File: src/keyboard_hid_report_builder_defines.svh
// ============================================================================
// Assertion macros for the keyboard HID report builder
// Shared concurrent assertion forms; clocked on clk, disabled during arst_n.
// ============================================================================
`ifndef KEYBOARD_HID_REPORT_BUILDER_DEFINES_SVH
`define KEYBOARD_HID_REPORT_BUILDER_DEFINES_SVH

`ifndef SYNTHESIS
// same-cycle implication
`define KHRB_ASSERT_IMP(lbl, ante, cons, msg) \
	lbl: assert property (@(posedge clk) disable iff (!arst_n) (ante) |-> (cons)) \
		else $error(msg);
// next-cycle implication
`define KHRB_ASSERT_NXT(lbl, ante, cons, msg) \
	lbl: assert property (@(posedge clk) disable iff (!arst_n) (ante) |=> (cons)) \
		else $error(msg);
`else
`define KHRB_ASSERT_IMP(lbl, ante, cons, msg)
`define KHRB_ASSERT_NXT(lbl, ante, cons, msg)
`endif

`endif

File: src/khrb_ram.sv
// ============================================================================
// khrb_ram
// Generic single-write, single-read RAM with registered read data.
// ============================================================================
module khrb_ram #(
	parameter int WIDTH = 32,
	parameter int DEPTH = 64
) (
	input  logic                                  clk,
	input  logic                                  we,
	input  logic [((DEPTH > 1) ? $clog2(DEPTH) : 1)-1:0] waddr,
	input  logic [WIDTH-1:0]                      wdata,
	input  logic                                  re,
	input  logic [((DEPTH > 1) ? $clog2(DEPTH) : 1)-1:0] raddr,
	output logic [WIDTH-1:0]                      rdata
);

	logic [WIDTH-1:0] mem [DEPTH];
	logic [WIDTH-1:0] rdata_q;

	always_ff @(posedge clk) begin
		if (we) begin
			mem[waddr] <= wdata;
		end
		if (re) begin
			rdata_q <= mem[raddr];
		end
	end

	assign rdata = rdata_q;

endmodule

File: config.mk
export PLATFORM = sky130hd
export DESIGN_NAME = khrb_ram
export DESIGN_NICKNAME = d
export VERILOG_FILES = /design/src/keyboard_hid_report_builder_defines.svh /design/src/khrb_ram.sv
export SDC_FILE = /design/constraint.sdc
export NUM_CORES = 2
export LEC_CHECK = 0
export ABC_CLOCK_PERIOD_IN_PS = 4400
export BUFFER_PORTS_ARGS = -buffer_cell sky130_fd_sc_hd__buf_2
export CORE_MARGIN = 2
export CORE_UTILIZATION = 57
export DETAILED_ROUTE_END_ITERATION = 10
export PLACE_DENSITY_LB_ADDON = 0.2
export RECOVER_POWER = 50
export SYNTH_ARGS = -nofsm -noshare
export SYNTH_HDL_FRONTEND = slang
export SYNTH_SLANG_ARGS = --single-unit
File: constraint.sdc
create_clock -name clk -period 4.4 [get_ports clk]
set_input_delay 1.32 -clock clk [delete_from_list [all_inputs] [get_ports clk]]
set_output_delay 1.32 -clock clk [all_outputs]
set_load 0.1 [all_outputs]
* Word-level counts from Yosys, hierarchy flattened
Memory sizes are Yosys's and may differ from the RTL's. A register that Yosys moved wholly into a read port is not among the register bits.
Cells that the tools add are included.
** Storage, ports and cells
- Register bits :: 0
- Bits in writable memories :: 2048
- Input bits :: 47
- Output and inout bits :: 32
- Logic and storage cells :: 3
- Memories kept :: 1
** Memory list
- mem :: words 64, width 32, rd ports 1, clocked after Yosys merged registers in 1, write ports 1, RTL line khrb_ram.sv:18 : logic [WIDTH-1:0] mem [DEPTH];
** Cells by class
- Multiplexer cells :: 2
** Operators with widths (count)
- 1-bit two-way mux :: 2

* Longest topological paths before layout
- Depth in word-level cells :: 2
- Depth in mapped cells :: 10
- Depth with buffers taken out :: 5

* Worst setup path after synthesis
No wires, ideal clock.
- Path kind :: input-to-reg
- From :: in waddr[3] in the netlist's numbering
- To :: mem mem[48][0] (enable)
- Arrival :: 4.019 ns
- Slack :: -0.080 ns
- Stages :: 4
- Path buffers :: 1
- Cells stage by stage :: clkbuf_1 nor2b_1 nand4b_1 nor3_1
** RTL lines
- from (decl) :: RTL line khrb_ram.sv:11 : input logic [((DEPTH > 1) ? $clog2(DEPTH) : 1)-1:0] waddr,
- to (decl) :: RTL line khrb_ram.sv:18
No word-level cell before the write port.

* Worst setup path after layout
- From :: in waddr[1] in the netlist's numbering
- To :: mem mem[41][0] (enable)
No word-level cell before the write port.

==> flow_summary_export.csv <==
group,metric,value,unit
status,status,"finished with violations",
status,violations,"capacitance limit, slew limit",
logic_synthesis,async_flop_share,0,
layout,final_util,0.654,
worst_setup_path,critical_path.slowest_cell,"dlymetal6s2s_1",
min_path,hold_depth,4,
timing,max-slew-margin-rel,-0.990,
logic_synthesis,synthesis.area,78800,µm²
min_path,min_to,"rdata[20]$_DFFE_PP_",
cts,cts_max_level,4,
cts,cts_root_buffer,"clkbuf_16",
logic_synthesis,synth_area_leaders,"edfxtp_1, mux4_2, mux2i_1, o22ai_1, nor2_1",
cts,post_cts_resized,0,
logic_synthesis,synthesis.nets,3371,
die,rows,136,
die,io_pins,79,
timing,setup_violations,0,
drt,wl_per_cell,35.0,µm
worst_setup_path,crit_chain,"clkbuf_1 -> nor2_1 -> nand3_1 -> clkbuf_2 -> nor2_4 -> dlymetal6s2s_1",
global_routing,grt_util_all_layers,0.283,
placed_design,place_congestion,0.796,
cts,numCtsBuffers,197,
placed_design,numPortBuffers,78,
power_and_ir_drop,p_total,41.2,mW
worst_setup_path,r2r_cells,6,
global_routing,antenna_found_initial,18,
timing,hold_viol,0,
worst_setup_path,r2r_slack,2.20,ns
layout,syn2layout_area_growth,13.9,%
die,die-area,141000,µm²
drt,ant_nets,0,
worst_setup_path,crit_path_max_fanout,32,
worst_setup_path,required,4.78,ns
min_path,hold_path_startpoint,"mem[28][20]$_DFFE_PP_",
power_and_ir_drop,p_leak,28.0,nW
logic_synthesis,synth_ff_type,"edfxtp_1",
die,die_w,376,µm
drt,first_pass_iters,6,
power_and_ir_drop,power-per-cell-area,458,nW/µm²
global_routing,grt_max_degree,71,
worst_setup_path,r2r_start,"mem[34][9]$_DFFE_PP_",
logic_synthesis,synth_area_leader_cell,"edfxtp_1",
layout,nets,3681,
logic_synthesis,ys_seq_area_frac,0.792,
drt,drc,0,
global_routing,grt_pass1_vias,38574,
cts,cts.sinks,2080,
timing,worst_pin_slew,2.98,ns
logic_synthesis,yosysWarningCount,0,
power_and_ir_drop,peakVddDrop,0.373,mV
worst_setup_path,slowest_delay,1.87,ns
drt,via_count,37601,
cts,clkSlewWorstSetupHoldPaths,0.06,ns
job,max_cap_violations,34,
logic_synthesis,yosys.cell_types.count,33,
cts,hold_buffers,0,
timing,finalCritPeriodShare,0.888,
cts,clock_path_buffers,3,
worst_setup_path,cp_data_arrival_time,4.28,ns
worst_setup_path,startpoint_type,"primary input",
cts,clk_latency,0.84,ns
logic_synthesis,synth_edf_count,2080,
logic_synthesis,synthCells,3324,
drt,viasPerCell,6.72,
timing,setup_ws,0.492,ns
min_path,hold_path_class,"flip-flop to flip-flop",
worst_setup_path,timing.rr.end,"rdata[9]$_DFFE_PP_",
die,fp.coreArea,137000,µm²
timing,min_period,3.91,ns
timing,final.setup.tns,0,ns
global_routing,gr-total-overflow,0,
die,die_y,376,µm
placed_design,dp_slack,0.192,ns
logic_synthesis,ys_ff_latch,2080,
timing,clock-skew-final,0.0304,ns
drt,drt-total-wl,196,mm
cts,cts_setup_buffers,0,
placed_design,dpl.hpwl,111,mm
timing,holdWs,0.819,ns
timing,fmax,256,MHz
logic_synthesis,synth_top_area_frac,0.792,
die,start_util,0.574,
timing,slew_violations,2135,
global_routing,grt_pass1_wl,280,mm
timing,rsz0062_at_grt,"no",
worst_setup_path,path_class,"primary input to flip-flop",
worst_setup_path,critPathCaptureType,"flip-flop",
drt,dr.first_iter.drc_count,5058,
cts,cts_tree,"built",
logic_synthesis,syn_avg_cell_area,23.7,µm²
layout,drive_gt1_frac,0.300,
-- flip-flops by register name, indices dropped and copies added, names as in the netlist --
name,count
mem,2048
rdata,32
-- logic make-up after synthesis --
group / synth area share
AND/OR/NAND/NOR: 0.0126
multiplexers: 0.167
AO/OA/AOI/OAI: 0.0167
flip-flops: 0.792
buffers and inverters: 0.0112
-- layer usage --
| metal | track usage | vias to the layer above | wire (µm) |
|---|---|---|---|
| li1 | - | 14949 | - |
| met1 | 0.406 | 20145 | 74500 |
| met2 | 0.440 | 2142 | 94000 |
| met3 | 0.0630 | 345 | 20900 |
| met4 | 0.0949 | 20 | 6420 |
| met5 | 0 | - | 146 |
-- worst max-delay path, delay by kind of cell --
| kind | cells | cell delay [ns] |
|---|---|---|
| buffers and inverters | 3 | 2.46 |
| AND/OR/NAND/NOR | 3 | 0.47 |
-- layout by cell type, fill, tap and decap left out, types with 5 or more instances in the layout --
cell type / count
a21oi_1: 62
a22oi_1: 12
a311oi_1: 8
buf_12: 54
buf_2: 40
buf_4: 157
bufinv_16: 22
clkbuf_1: 83
clkbuf_16: 204
clkinv_1: 44
clkinv_2: 22
clkinv_8: 5
clkinvlp_4: 8
diode_2: 7
edfxtp_1: 2080
inv_6: 5
mux2i_1: 93
mux4_2: 544
nand2_1: 26
nand2b_1: 8
nand3_1: 5
nand3b_1: 5
nor2_1: 75
nor2_4: 62
nor2b_1: 15
nor3_1: 5
o221ai_1: 27
o22ai_1: 84
-- where the power goes --
part / switching, mW / leakage [nW] / internal (mW)
clock: 7.13 / 3.11 / 9.76
sequential: 0.0795 / 18.7 / 22.0
combinational: 1.41 / 6.19 / 0.773
-- worst max-delay path by stage --
stage                     slack, ns                    to  cells after the start                from
final                          0.49  mem[41][0]$_DFFE_PP_                      6            waddr[1]
after global routing           0.50  mem[41][3]$_DFFE_PP_                      6            waddr[1]
after CTS                      1.05              rdata[5]                      1  rdata[5]$_DFFE_PP_
after detailed placement       0.19   rdata[14]$_DFFE_PP_                      9            raddr[1]
after global placement         0.22   rdata[14]$_DFFE_PP_                      9            raddr[1]
after floorplan                0.43  mem[39][0]$_DFFE_PP_                      4            waddr[5]
-- cells in the mapped netlist, types with 2 or more instances --
| library cell | count |
|---|---|
| buf_6 | 5 |
| and2_1 | 2 |
| a22oi_1 | 12 |
| nand4_1 | 2 |
| a21oi_1 | 62 |
| nor3_1 | 7 |
| nor2_1 | 137 |
| buf_2 | 57 |
| nand3b_1 | 5 |
| nand2_1 | 26 |
| or3_1 | 3 |
| o221ai_1 | 27 |
| mux2i_1 | 93 |
| or3b_2 | 3 |
| nor2b_1 | 15 |
| o32ai_1 | 4 |
| o22ai_1 | 84 |
| mux4_2 | 544 |
| or3b_1 | 2 |
| buf_1 | 21 |
| clkbuf_1 | 74 |
| a311oi_1 | 8 |
| nand3_1 | 5 |
| edfxtp_1 | 2080 |
| buf_4 | 25 |
| a41o_1 | 4 |
| and3_1 | 4 |
| nand2b_1 | 8 |
-- cell type report --
| type | instances | area, µm² |
|---|---|---|
| timing repair buffer | 293 | 2660 |
| clock buffer | 250 | 5280 |
| fill | 8642 | 47500 |
| antenna | 7 | 17.5 |
| sequential | 2080 | 62500 |
| clock inverter | 110 | 1160 |
| tap | 1794 | 2240 |
| multi-input combinational | 1062 | 16000 |
-- per-stage QoR --
| stage | cell area, µm² | cells |
|---|---|---|
| after floorplan | 78800 | 3324 |
| final | 89800 | 5596 |
| after global routing | 89800 | 5589 |
| after CTS | 89800 | 5589 |
| after global placement | 83400 | 5229 |
| after detailed placement | 83400 | 5229 |
No activity file was read; power rests on OpenSTA's default activity.
