===== src/keyboard_hid_report_builder_defines.svh =====
// ============================================================================
// Assertion macros for the keyboard HID report builder
// Shared concurrent assertion forms; clocked on clk, disabled during arst_n.
// ============================================================================
`ifndef KEYBOARD_HID_REPORT_BUILDER_DEFINES_SVH
`define KEYBOARD_HID_REPORT_BUILDER_DEFINES_SVH

`ifndef SYNTHESIS
// same-cycle implication
`define KHRB_ASSERT_IMP(lbl, ante, cons, msg) \
	lbl: assert property (@(posedge clk) disable iff (!arst_n) (ante) |-> (cons)) \
		else $error(msg);
// next-cycle implication
`define KHRB_ASSERT_NXT(lbl, ante, cons, msg) \
	lbl: assert property (@(posedge clk) disable iff (!arst_n) (ante) |=> (cons)) \
		else $error(msg);
`else
`define KHRB_ASSERT_IMP(lbl, ante, cons, msg)
`define KHRB_ASSERT_NXT(lbl, ante, cons, msg)
`endif

`endif


===== src/khrb_pkg.sv =====
// ============================================================================
// khrb_pkg
// Types and constants of the keyboard HID report builder.
// ============================================================================
package khrb_pkg;

	localparam int KEY_COUNT   = 52;
	localparam int LAYER_COUNT = 3;
	localparam int SLOT_COUNT  = 6;

	// fixed report / register file shape
	localparam int MAX_SLOTS  = 6;
	localparam int LAYER_REGS = 3;

	localparam int KEY_IDX_W   = (KEY_COUNT > 1) ? $clog2(KEY_COUNT) : 1;
	localparam int LAYER_IDX_W = (LAYER_COUNT > 1) ? $clog2(LAYER_COUNT) : 1;
	localparam int SLOT_IDX_W  = (SLOT_COUNT > 1) ? $clog2(SLOT_COUNT) : 1;

	localparam int KEY_NUM_W  = 6;
	localparam int MAP_LYR_W  = 2;
	localparam int WORD_W     = 32;
	localparam int CFG_IDX_W  = 2;
	localparam int CFG_DATA_W = 8;

	// configuration register indexes
	localparam logic [CFG_IDX_W-1:0] CFG_LAYER0 = 2'd0;
	localparam logic [CFG_IDX_W-1:0] CFG_LAYER1 = 2'd1;
	localparam logic [CFG_IDX_W-1:0] CFG_LAYER2 = 2'd2;

	localparam logic [7:0] LAYER0_RST = 8'd0;
	localparam logic [7:0] LAYER1_RST = 8'd1;
	localparam logic [7:0] LAYER2_RST = 8'd2;

	// toggle byte value that marks a toggle key
	localparam logic [7:0] TOGGLE_MARK = 8'd1;

	// action codes
	localparam logic ACT_KEY = 1'b0;
	localparam logic ACT_MAP = 1'b1;

	typedef struct packed {
		logic                 action;
		logic [KEY_NUM_W-1:0] key_number;
		logic                 pressed;
		logic                 scan_start;
		logic [MAP_LYR_W-1:0] map_layer;
		logic [WORD_W-1:0]    map_word;
	} khrb_in_t;

	typedef struct packed {
		logic [7:0] modifiers;
		logic [7:0] slot_one;
		logic [7:0] slot_two;
		logic [7:0] slot_three;
		logic [7:0] slot_four;
		logic [7:0] slot_five;
		logic [7:0] slot_six;
		logic [7:0] layer_bits;
	} khrb_out_t;

	// per-key record payload, kept in RAM
	typedef struct packed {
		logic                  has_slot;
		logic [SLOT_IDX_W-1:0] slot;
		logic [7:0]            mods;
		logic [7:0]            layer;
	} khrb_rec_t;

	typedef struct packed {
		logic                 we;
		logic [KEY_IDX_W-1:0] addr;
		khrb_rec_t            data;
	} khrb_rec_wr_t;

	// item handed to the engine in the processing cycle
	typedef struct packed {
		logic                 go;
		logic                 action;
		logic [KEY_NUM_W-1:0] key;
		logic                 pressed;
		logic                 scan;
	} khrb_step_t;

endpackage


===== src/khrb_engine.sv =====
// ============================================================================
// khrb_engine
// Report state, layer translation and per-key press/release update.
// ============================================================================
`include "keyboard_hid_report_builder_defines.svh"

module khrb_engine
	import khrb_pkg::*;
(
	input  logic                  clk,
	input  logic                  arst_n,
	input  logic                  cfg_we,
	input  logic [CFG_IDX_W-1:0]  cfg_index,
	input  logic [CFG_DATA_W-1:0] cfg_data,
	input  khrb_step_t            step,
	input  logic [WORD_W-1:0]     kmap_word [LAYER_COUNT],
	input  khrb_rec_t             rec_rd,
	output khrb_rec_wr_t          rec_wr,
	output khrb_out_t             next_report
);

	logic [7:0]             layer_reg_q [LAYER_REGS];
	logic [7:0]             slots_q [SLOT_COUNT];
	logic [7:0]             n_slots [SLOT_COUNT];
	logic [7:0]             full_slots [MAX_SLOTS];
	logic [7:0]             mods_q, n_mods;
	logic [7:0]             layer_q, n_layer;
	logic [LAYER_IDX_W-1:0] al_q, al;
	logic [KEY_COUNT-1:0]   in_use_q, n_in_use;
	logic [KEY_COUNT-1:0]   rec_valid_q, n_rec_valid;
	logic [KEY_COUNT-1:0]   toggle_q, n_toggle;
	logic [WORD_W-1:0]      word;
	logic [7:0]             code;
	logic                   free_found;
	logic [SLOT_IDX_W-1:0]  free_idx;
	logic                   key_ok;
	logic [KEY_IDX_W-1:0]   kidx;

	always_comb begin
		// layer translation: last matching register wins
		al = al_q;
		if (step.scan) begin
			for (int i = 0; i < LAYER_REGS; i++) begin
				if (i < LAYER_COUNT && layer_reg_q[i] == layer_q) begin
					al = LAYER_IDX_W'(i);
				end
			end
		end
		word = kmap_word[al];
		code = word[7:0];

		// first empty slot
		free_found = 1'b0;
		free_idx   = '0;
		for (int s = 0; s < SLOT_COUNT; s++) begin
			if (!free_found && slots_q[s] == 8'd0) begin
				free_found = 1'b1;
				free_idx   = SLOT_IDX_W'(s);
			end
		end

		key_ok = (int'(step.key) < KEY_COUNT);
		kidx   = step.key[KEY_IDX_W-1:0];

		n_slots     = slots_q;
		n_mods      = mods_q;
		n_layer     = layer_q;
		n_in_use    = in_use_q;
		n_rec_valid = rec_valid_q;
		n_toggle    = toggle_q;
		rec_wr      = '0;

		if (step.go && step.action == ACT_KEY && key_ok) begin
			if (step.pressed && !in_use_q[kidx]) begin
				if (rec_valid_q[kidx]) begin
					// second press of a toggle key: report untouched
					n_in_use[kidx] = 1'b1;
					n_toggle[kidx] = 1'b0;
				end else if (code == 8'd0 || free_found) begin
					if (code != 8'd0) begin
						n_slots[free_idx] = code;
					end
					n_rec_valid[kidx]      = 1'b1;
					n_toggle[kidx]         = (word[31:24] == TOGGLE_MARK);
					n_in_use[kidx]         = 1'b1;
					n_mods                 = mods_q | word[15:8];
					n_layer                = layer_q | word[23:16];
					rec_wr.we              = 1'b1;
					rec_wr.addr            = kidx;
					rec_wr.data.has_slot   = (code != 8'd0);
					rec_wr.data.slot       = (code != 8'd0) ? free_idx : '0;
					rec_wr.data.mods       = word[15:8];
					rec_wr.data.layer      = word[23:16];
				end
				// report full: key stays not in use
			end else if (!step.pressed && in_use_q[kidx]) begin
				if (rec_valid_q[kidx] && toggle_q[kidx]) begin
					n_in_use[kidx] = 1'b0;
				end else begin
					if (rec_valid_q[kidx]) begin
						if (rec_rd.has_slot) begin
							n_slots[rec_rd.slot] = 8'd0;
						end
						n_mods  = mods_q ^ rec_rd.mods;
						n_layer = layer_q ^ rec_rd.layer;
					end
					n_rec_valid[kidx] = 1'b0;
					n_in_use[kidx]    = 1'b0;
				end
			end
		end

		for (int s = 0; s < MAX_SLOTS; s++) begin
			full_slots[s] = 8'd0;
		end
		for (int s = 0; s < SLOT_COUNT; s++) begin
			full_slots[s] = n_slots[s];
		end

		next_report.modifiers  = n_mods;
		next_report.slot_one   = full_slots[0];
		next_report.slot_two   = full_slots[1];
		next_report.slot_three = full_slots[2];
		next_report.slot_four  = full_slots[3];
		next_report.slot_five  = full_slots[4];
		next_report.slot_six   = full_slots[5];
		next_report.layer_bits = n_layer;
	end

	always_ff @(posedge clk or negedge arst_n) begin
		if (!arst_n) begin
			layer_reg_q[0] <= LAYER0_RST;
			layer_reg_q[1] <= LAYER1_RST;
			layer_reg_q[2] <= LAYER2_RST;
		end else if (cfg_we) begin
			case (cfg_index)
				CFG_LAYER0: layer_reg_q[0] <= cfg_data;
				CFG_LAYER1: layer_reg_q[1] <= cfg_data;
				CFG_LAYER2: layer_reg_q[2] <= cfg_data;
				default: ;
			endcase
		end
	end

	always_ff @(posedge clk or negedge arst_n) begin
		if (!arst_n) begin
			for (int s = 0; s < SLOT_COUNT; s++) begin
				slots_q[s] <= 8'd0;
			end
			mods_q      <= '0;
			layer_q     <= '0;
			al_q        <= '0;
			in_use_q    <= '0;
			rec_valid_q <= '0;
			toggle_q    <= '0;
		end else if (step.go) begin
			slots_q     <= n_slots;
			mods_q      <= n_mods;
			layer_q     <= n_layer;
			al_q        <= al;
			in_use_q    <= n_in_use;
			rec_valid_q <= n_rec_valid;
			toggle_q    <= n_toggle;
		end
	end

	// a key in use always owns a record
	`KHRB_ASSERT_IMP(a_use_has_rec, 1'b1, (in_use_q & ~rec_valid_q) == '0, "key in use without record")
	// a held record with key released is only a latched toggle
	`KHRB_ASSERT_IMP(a_idle_rec_toggle, 1'b1, (rec_valid_q & ~in_use_q & ~toggle_q) == '0, "stale record")
	// report bytes only move when an item is processed
	`KHRB_ASSERT_NXT(a_idle_stable, !step.go, $stable(mods_q) && $stable(layer_q), "report moved while idle")

endmodule

===== config.mk =====
export PLATFORM = sky130hd
export DESIGN_NAME = khrb_engine
export DESIGN_NICKNAME = d
export VERILOG_FILES = /design/src/khrb_pkg.sv /design/src/khrb_engine.sv
export VERILOG_INCLUDE_DIRS = /design/src /design/src/src
export SDC_FILE = /design/constraint.sdc
export NUM_CORES = 1
export LEC_CHECK = 0
export ABC_AREA = 0
export CORE_ASPECT_RATIO = 0.6
export CORE_MARGIN = 5
export CORE_UTILIZATION = 50
export CTS_CLUSTER_SIZE = 28
export DETAILED_ROUTE_END_ITERATION = 10
export DONT_BUFFER_PORTS = 1
export GPL_ROUTABILITY_DRIVEN = 1
export PLACE_DENSITY = 0.68
export SLEW_MARGIN = 20
export SYNTH_ARGS = -nofsm -noshare
export SYNTH_HDL_FRONTEND = slang
export SYNTH_SLANG_ARGS = --single-unit

===== constraint.sdc =====
create_clock -name clk -period 11.7 [get_ports clk]
set_input_delay 2.34 -clock clk [delete_from_list [all_inputs] [get_ports clk]]
set_output_delay 2.34 -clock clk [all_outputs]
set_load 0.02 [all_outputs]

---- After elaboration in Yosys (flattened, before gate mapping) ----
Cells that the tools add are included.
W data, S select, Z words.
word-level totals
  bits in registers ....................... 246
  input bits .............................. 139
  output and inout bits ................... 91
  logic and storage cells ................. 158
operators by class
  magnitude comparators ................... 8
  equal/unequal tests ..................... 10
  multiplexer cells ....................... 71
  bitwise operators ....................... 16
  reductions and logical operators ........ 38
operators by type and width
  operator              count
  $mux W52              11
  $mux W48              9
  $and A52 B52 Y52      3
  $mux W8               16
  $mux W27              4
  $or A52 B52 Y52       2
  $bmux W32 S2          1
  $mux W32              2
  $logic_not A8 Y1      7
  $bwmux W52            1
  $not A52 Y52          1
  $and A48 B48 Y48      1
  $bwmux W48            1
  $demux W8 S3          2
  $not A48 Y48          1
  $eq A8 B8 Y1          3
  $bmux W1 S6           3
  $or A8 B8 Y8          2
  $xor A8 B8 Y8         2
  $mux W3               5
  $logic_and A1 B1 Y1   13
  $mux W1               11
  $eq A8 B1 Y1 const B  1
  $ge A4 B4 Y1 const B  2
  other kinds (23)      39

---- Longest topological paths before layout ----
  word-level depth ........................ 28
  gate-level depth with buffers ........... 21
  gate-level depth less buffers ........... 15

---- Worst setup path after synthesis ----
Ideal clock, no wire load.
  kind .................................... input-to-output
  start ................................... input step[2] (netlist bit)
  end ..................................... output next_report[32] (netlist bit)
  arrival ................................. 6.171 ns
  data required time ...................... 9.360 ns
  slack ................................... 3.189 ns
  stages .................................. 20
  buffers on the path ..................... 7
  cells stage by stage .................... buf_2 -> buf_4 -> buf_4 -> buf_6 -> buf_2 -> nor3_1 -> a22oi_1 -> a31oi_1 -> a21oi_1 -> nor2_1 -> a31oi_1 -> o2111a_1 -> ha_1 -> clkbuf_1 -> nand3b_1 -> nor3b_2 -> and2b_1 -> nand4b_1 -> buf_2 -> o2bb2ai_1
RTL lines
  what                line               text
  start: declaration  khrb_engine.sv:15  input khrb_step_t step,
  end: declaration    khrb_engine.sv:19  output khrb_out_t next_report

==> results.toml <==
[cts]
cts_tree = "yes"
cts.path.max_buffers = 3
path_clk_slew_ns = 0.06
h-tree-depth = 1
cts_hold_buf = 0
insertion_delay_ns = 0.54
numCtsBuffers = 25
post_cts_buffers = 0
cts_resized = 0
cts_sinks = 246
root_buffer = "clkbuf_16"

[logic_synthesis]
ys_warn_count = 0
syn_inst = 1516
syn_avg_cell_area_sq_um = 9.514
synth_seq_cells = 246
ys_types = 71
synthesis.nets = 1657
synth_top_flop_cell = "dfrtp_1"
synth-edff-count = 0
syn_area_sq_mm = 0.01442
synth_async_sr_flop_share = 1.000
seq_area_frac_synth = 0.4270

[drt]
drt_pass1_iterations = 6
vias_per_cell = 7.056
drt-initial-drc-count = 1489
antenna_left = 0
drc = 0
vias = 12830
wl_per_cell_um = 25.42
routed_wl_um = 46230

[sta]
period_share = 0.7970
fmax_ghz = 0.1072
rsz0062_at_grt = "false"
tns_ns = 0
fin_skew_ns = 0.02853
worst_slack_ns = 2.375
hold_violations = 0
drv_slew = 0
slew_headroom = 0.2165
period_minus_slack_ns = 9.325
setup_viol_count_final = 0
worst_slew_pin_slew_ns = 1.165

[setup_path]
arrival_ns = 6.98
startpoint = "step[2]"
r2r_slack_ns = 6.79
cp_cell_sequence = "clkinv_1 -> nor2_1 -> buf_4 -> a221oi_1 -> a31oi_1 -> a21oi_1 -> nor2_1 -> a31oi_1 -> o2111a_1 -> ha_2 -> nand3b_1 -> nor3b_4 -> buf_4 -> and2b_1 -> nand4b_1 -> o2bb2ai_1"
criticalPathCategory = "in2out"
critPathMaxFanout = 51
cp-start-kind = "input port"
r2r_end = "toggle_q[44]"
reg2regPathDepth = 9
cp.required_ns = 9.36
critPathSlowestCell = "nor3b_4"
max_stage_delay_ns = 0.79
endpoint_kind = "primary output"
worstReg2RegStart = "layer_q[6]"

[placement]
numPortBuffers = 0
gp_congestion = 0.8948
dpl_worst_slack_ns = 2.581
detailed_place_hpwl_um = 30780

[power]
cellLeakagePower_nw = 6.442
switchingPower_uw = 931.7
pwr-share-clk = 0.317
vdd_drop_max_v = 0.0001822
power_density_mw_per_mm2 = 170.0
internal_power_mw = 1.696
seqPwrFrac = 0.408
p_total_mw = 2.627
comb_power_share = 0.275
netSwitchingFraction = 0.3546

[global_route]
grt_pass1_vias = 11880
grt_use_total = 0.2734
grt_overflow = 0
antenna_found_initial = 1
grt_max_degree = 247
grt_pass1_wl_um = 72020

[run_status]
outcome = "complete, no violations"

[hold_path]
min_from = "mods_q[3]"
min_delay_path_depth = 1
hp-class = "reg2reg"
whs_endpoint = "mods_q[3]"

[die]
die_w_um = 229.3
initial_core_util = 0.5046
rows = 48
ios = 230
die_y_um = 141.6
core_area_sq_mm = 0.02859
dieArea_sq_mm = 0.03246

[finish]
nNetsFinal = 1566
synthToLayoutAreaGrowth_pct = 7.148
drive_above_1_share = 0.09910

[flow_run]
drv_cap = 0
[critical path: cells and delay by family]
| family | cells | cell delay, ns |
|---|---|---|
| AOI/OAI and AO/OA | 6 | 1.16 |
| adders and majority gates | 1 | 0.28 |
| and+or+nand+nor | 6 | 2.26 |
| buffers and inverters | 3 | 0.88 |
[stage by stage]
stage          utilization  instances  hold slack (ns)  cell area (sq um)
3_3_place_gp        0.5088       1770           0.4596              14550
4_1_cts             0.5381       1815           0.4760              15380
3_5_place_dp        0.5089       1770           0.4677              14550
6_report            0.5406       1819           0.4728              15450
2_1_floorplan            -       1516           0.4450              14420
5_1_grt             0.5406       1819           0.5001              15450
[layout make-up]
cell class	count	area [sq um]
inverters	62	232.7
well taps	375	469.2
clock inverters	9	127.6
multi-input cells	1058	7477
clock buffers	36	706.9
fillers	2538	13130
flip-flops and latches	246	6158
diodes	1	2.502
repair buffers	32	280.3
[routing by layer]
layer | vias to the layer above | routed length, um | GRT usage
met2 | 697 | 19030 | 0.3777
li1 | 5681 | - | -
met4 | 0 | 656 | 0.04458
met5 | - | 0 | 0
met3 | 52 | 5052 | 0.06820
met1 | 6404 | 21500 | 0.4368
[power by group through the flow]
stage / clock network, mW / logic, mW / registers, mW
floorplan: 0 / 0.555 / 1.05
global placement: 0 / 0.688 / 1.08
detailed placement: 0 / 0.707 / 1.08
CTS: 0.846 / 0.709 / 1.07
global route: 0.885 / 0.776 / 1.09
finish: 0.833 / 0.722 / 1.07
[how the worst max path moves through the flow]
stage / endpoint / slack [ns] / cells past startpoint
floorplan: next_report[32] / 3.19 / 20
global placement: next_report[34] / 2.66 / 15
detailed placement: next_report[38] / 2.58 / 15
CTS: next_report[38] / 2.55 / 16
global route: next_report[33] / 2.10 / 15
finish: next_report[33] / 2.38 / 16
[synth_stat cells, drive strengths merged, types with 6 or more instances]
library cell  number  area share
a22o               6      0.0036
a31oi             19      0.0087
o2bb2ai           48       0.029
clkbuf           103       0.027
o21ai             30       0.010
nand3             86       0.031
nand4             10      0.0043
mux2              29       0.023
nor2              23      0.0060
nor3              61       0.021
a32o              49       0.034
xnor2             16      0.0097
nor3b              8      0.0045
mux2i             50       0.035
a211oi            56       0.029
a21oi            102       0.035
o2111ai            8      0.0049
xor2               8      0.0049
dfrtp            244        0.42
inv               60       0.016
o22ai             56       0.024
a221oi             6      0.0036
mux4               6      0.0094
and3              34       0.015
a22oi             20       0.010
nand3b            10      0.0052
o22a             105       0.064
nand2            114       0.030
buf               47       0.018
nor4              22       0.013
[cells in the final DEF (no fill, tap or decap), types with 7 or more instances in the layout]
| master | n |
|---|---|
| a22oi_1 | 20 |
| buf_4 | 29 |
| nor3_1 | 57 |
| xor2_1 | 8 |
| mux2_2 | 29 |
| a31oi_1 | 18 |
| o21ai_0 | 29 |
| nand2_1 | 112 |
| nand3_1 | 84 |
| dfrtp_1 | 244 |
| a21oi_1 | 102 |
| and3_1 | 34 |
| a211oi_1 | 56 |
| nor4_2 | 7 |
| nand4_1 | 10 |
| inv_1 | 60 |
| o2111ai_1 | 8 |
| o2bb2ai_1 | 48 |
| clkbuf_16 | 25 |
| nor2_1 | 21 |
| xnor2_1 | 16 |
| clkbuf_1 | 7 |
| a32o_1 | 49 |
| o22a_1 | 105 |
| o22ai_1 | 56 |
| mux2i_1 | 50 |
| nand3b_1 | 10 |
| nor4_1 | 15 |
[logic make-up (layout without fill, tap and decap cells)]
| family | count (synthesis) | in the layout | synth area share |
|---|---|---|---|
| simple gates | 402 | 402 | 0.1471 |
| flops | 246 | 246 | 0.4270 |
| buf+inv | 212 | 139 | 0.06107 |
| xor+xnor | 24 | 24 | 0.01457 |
| compound gates | 545 | 545 | 0.2818 |
| other cells | 0 | 1 | 0 |
| mux | 85 | 85 | 0.06671 |
| fa+ha+maj | 2 | 2 | 0.001735 |
Power figures use the tool's default switching activity.
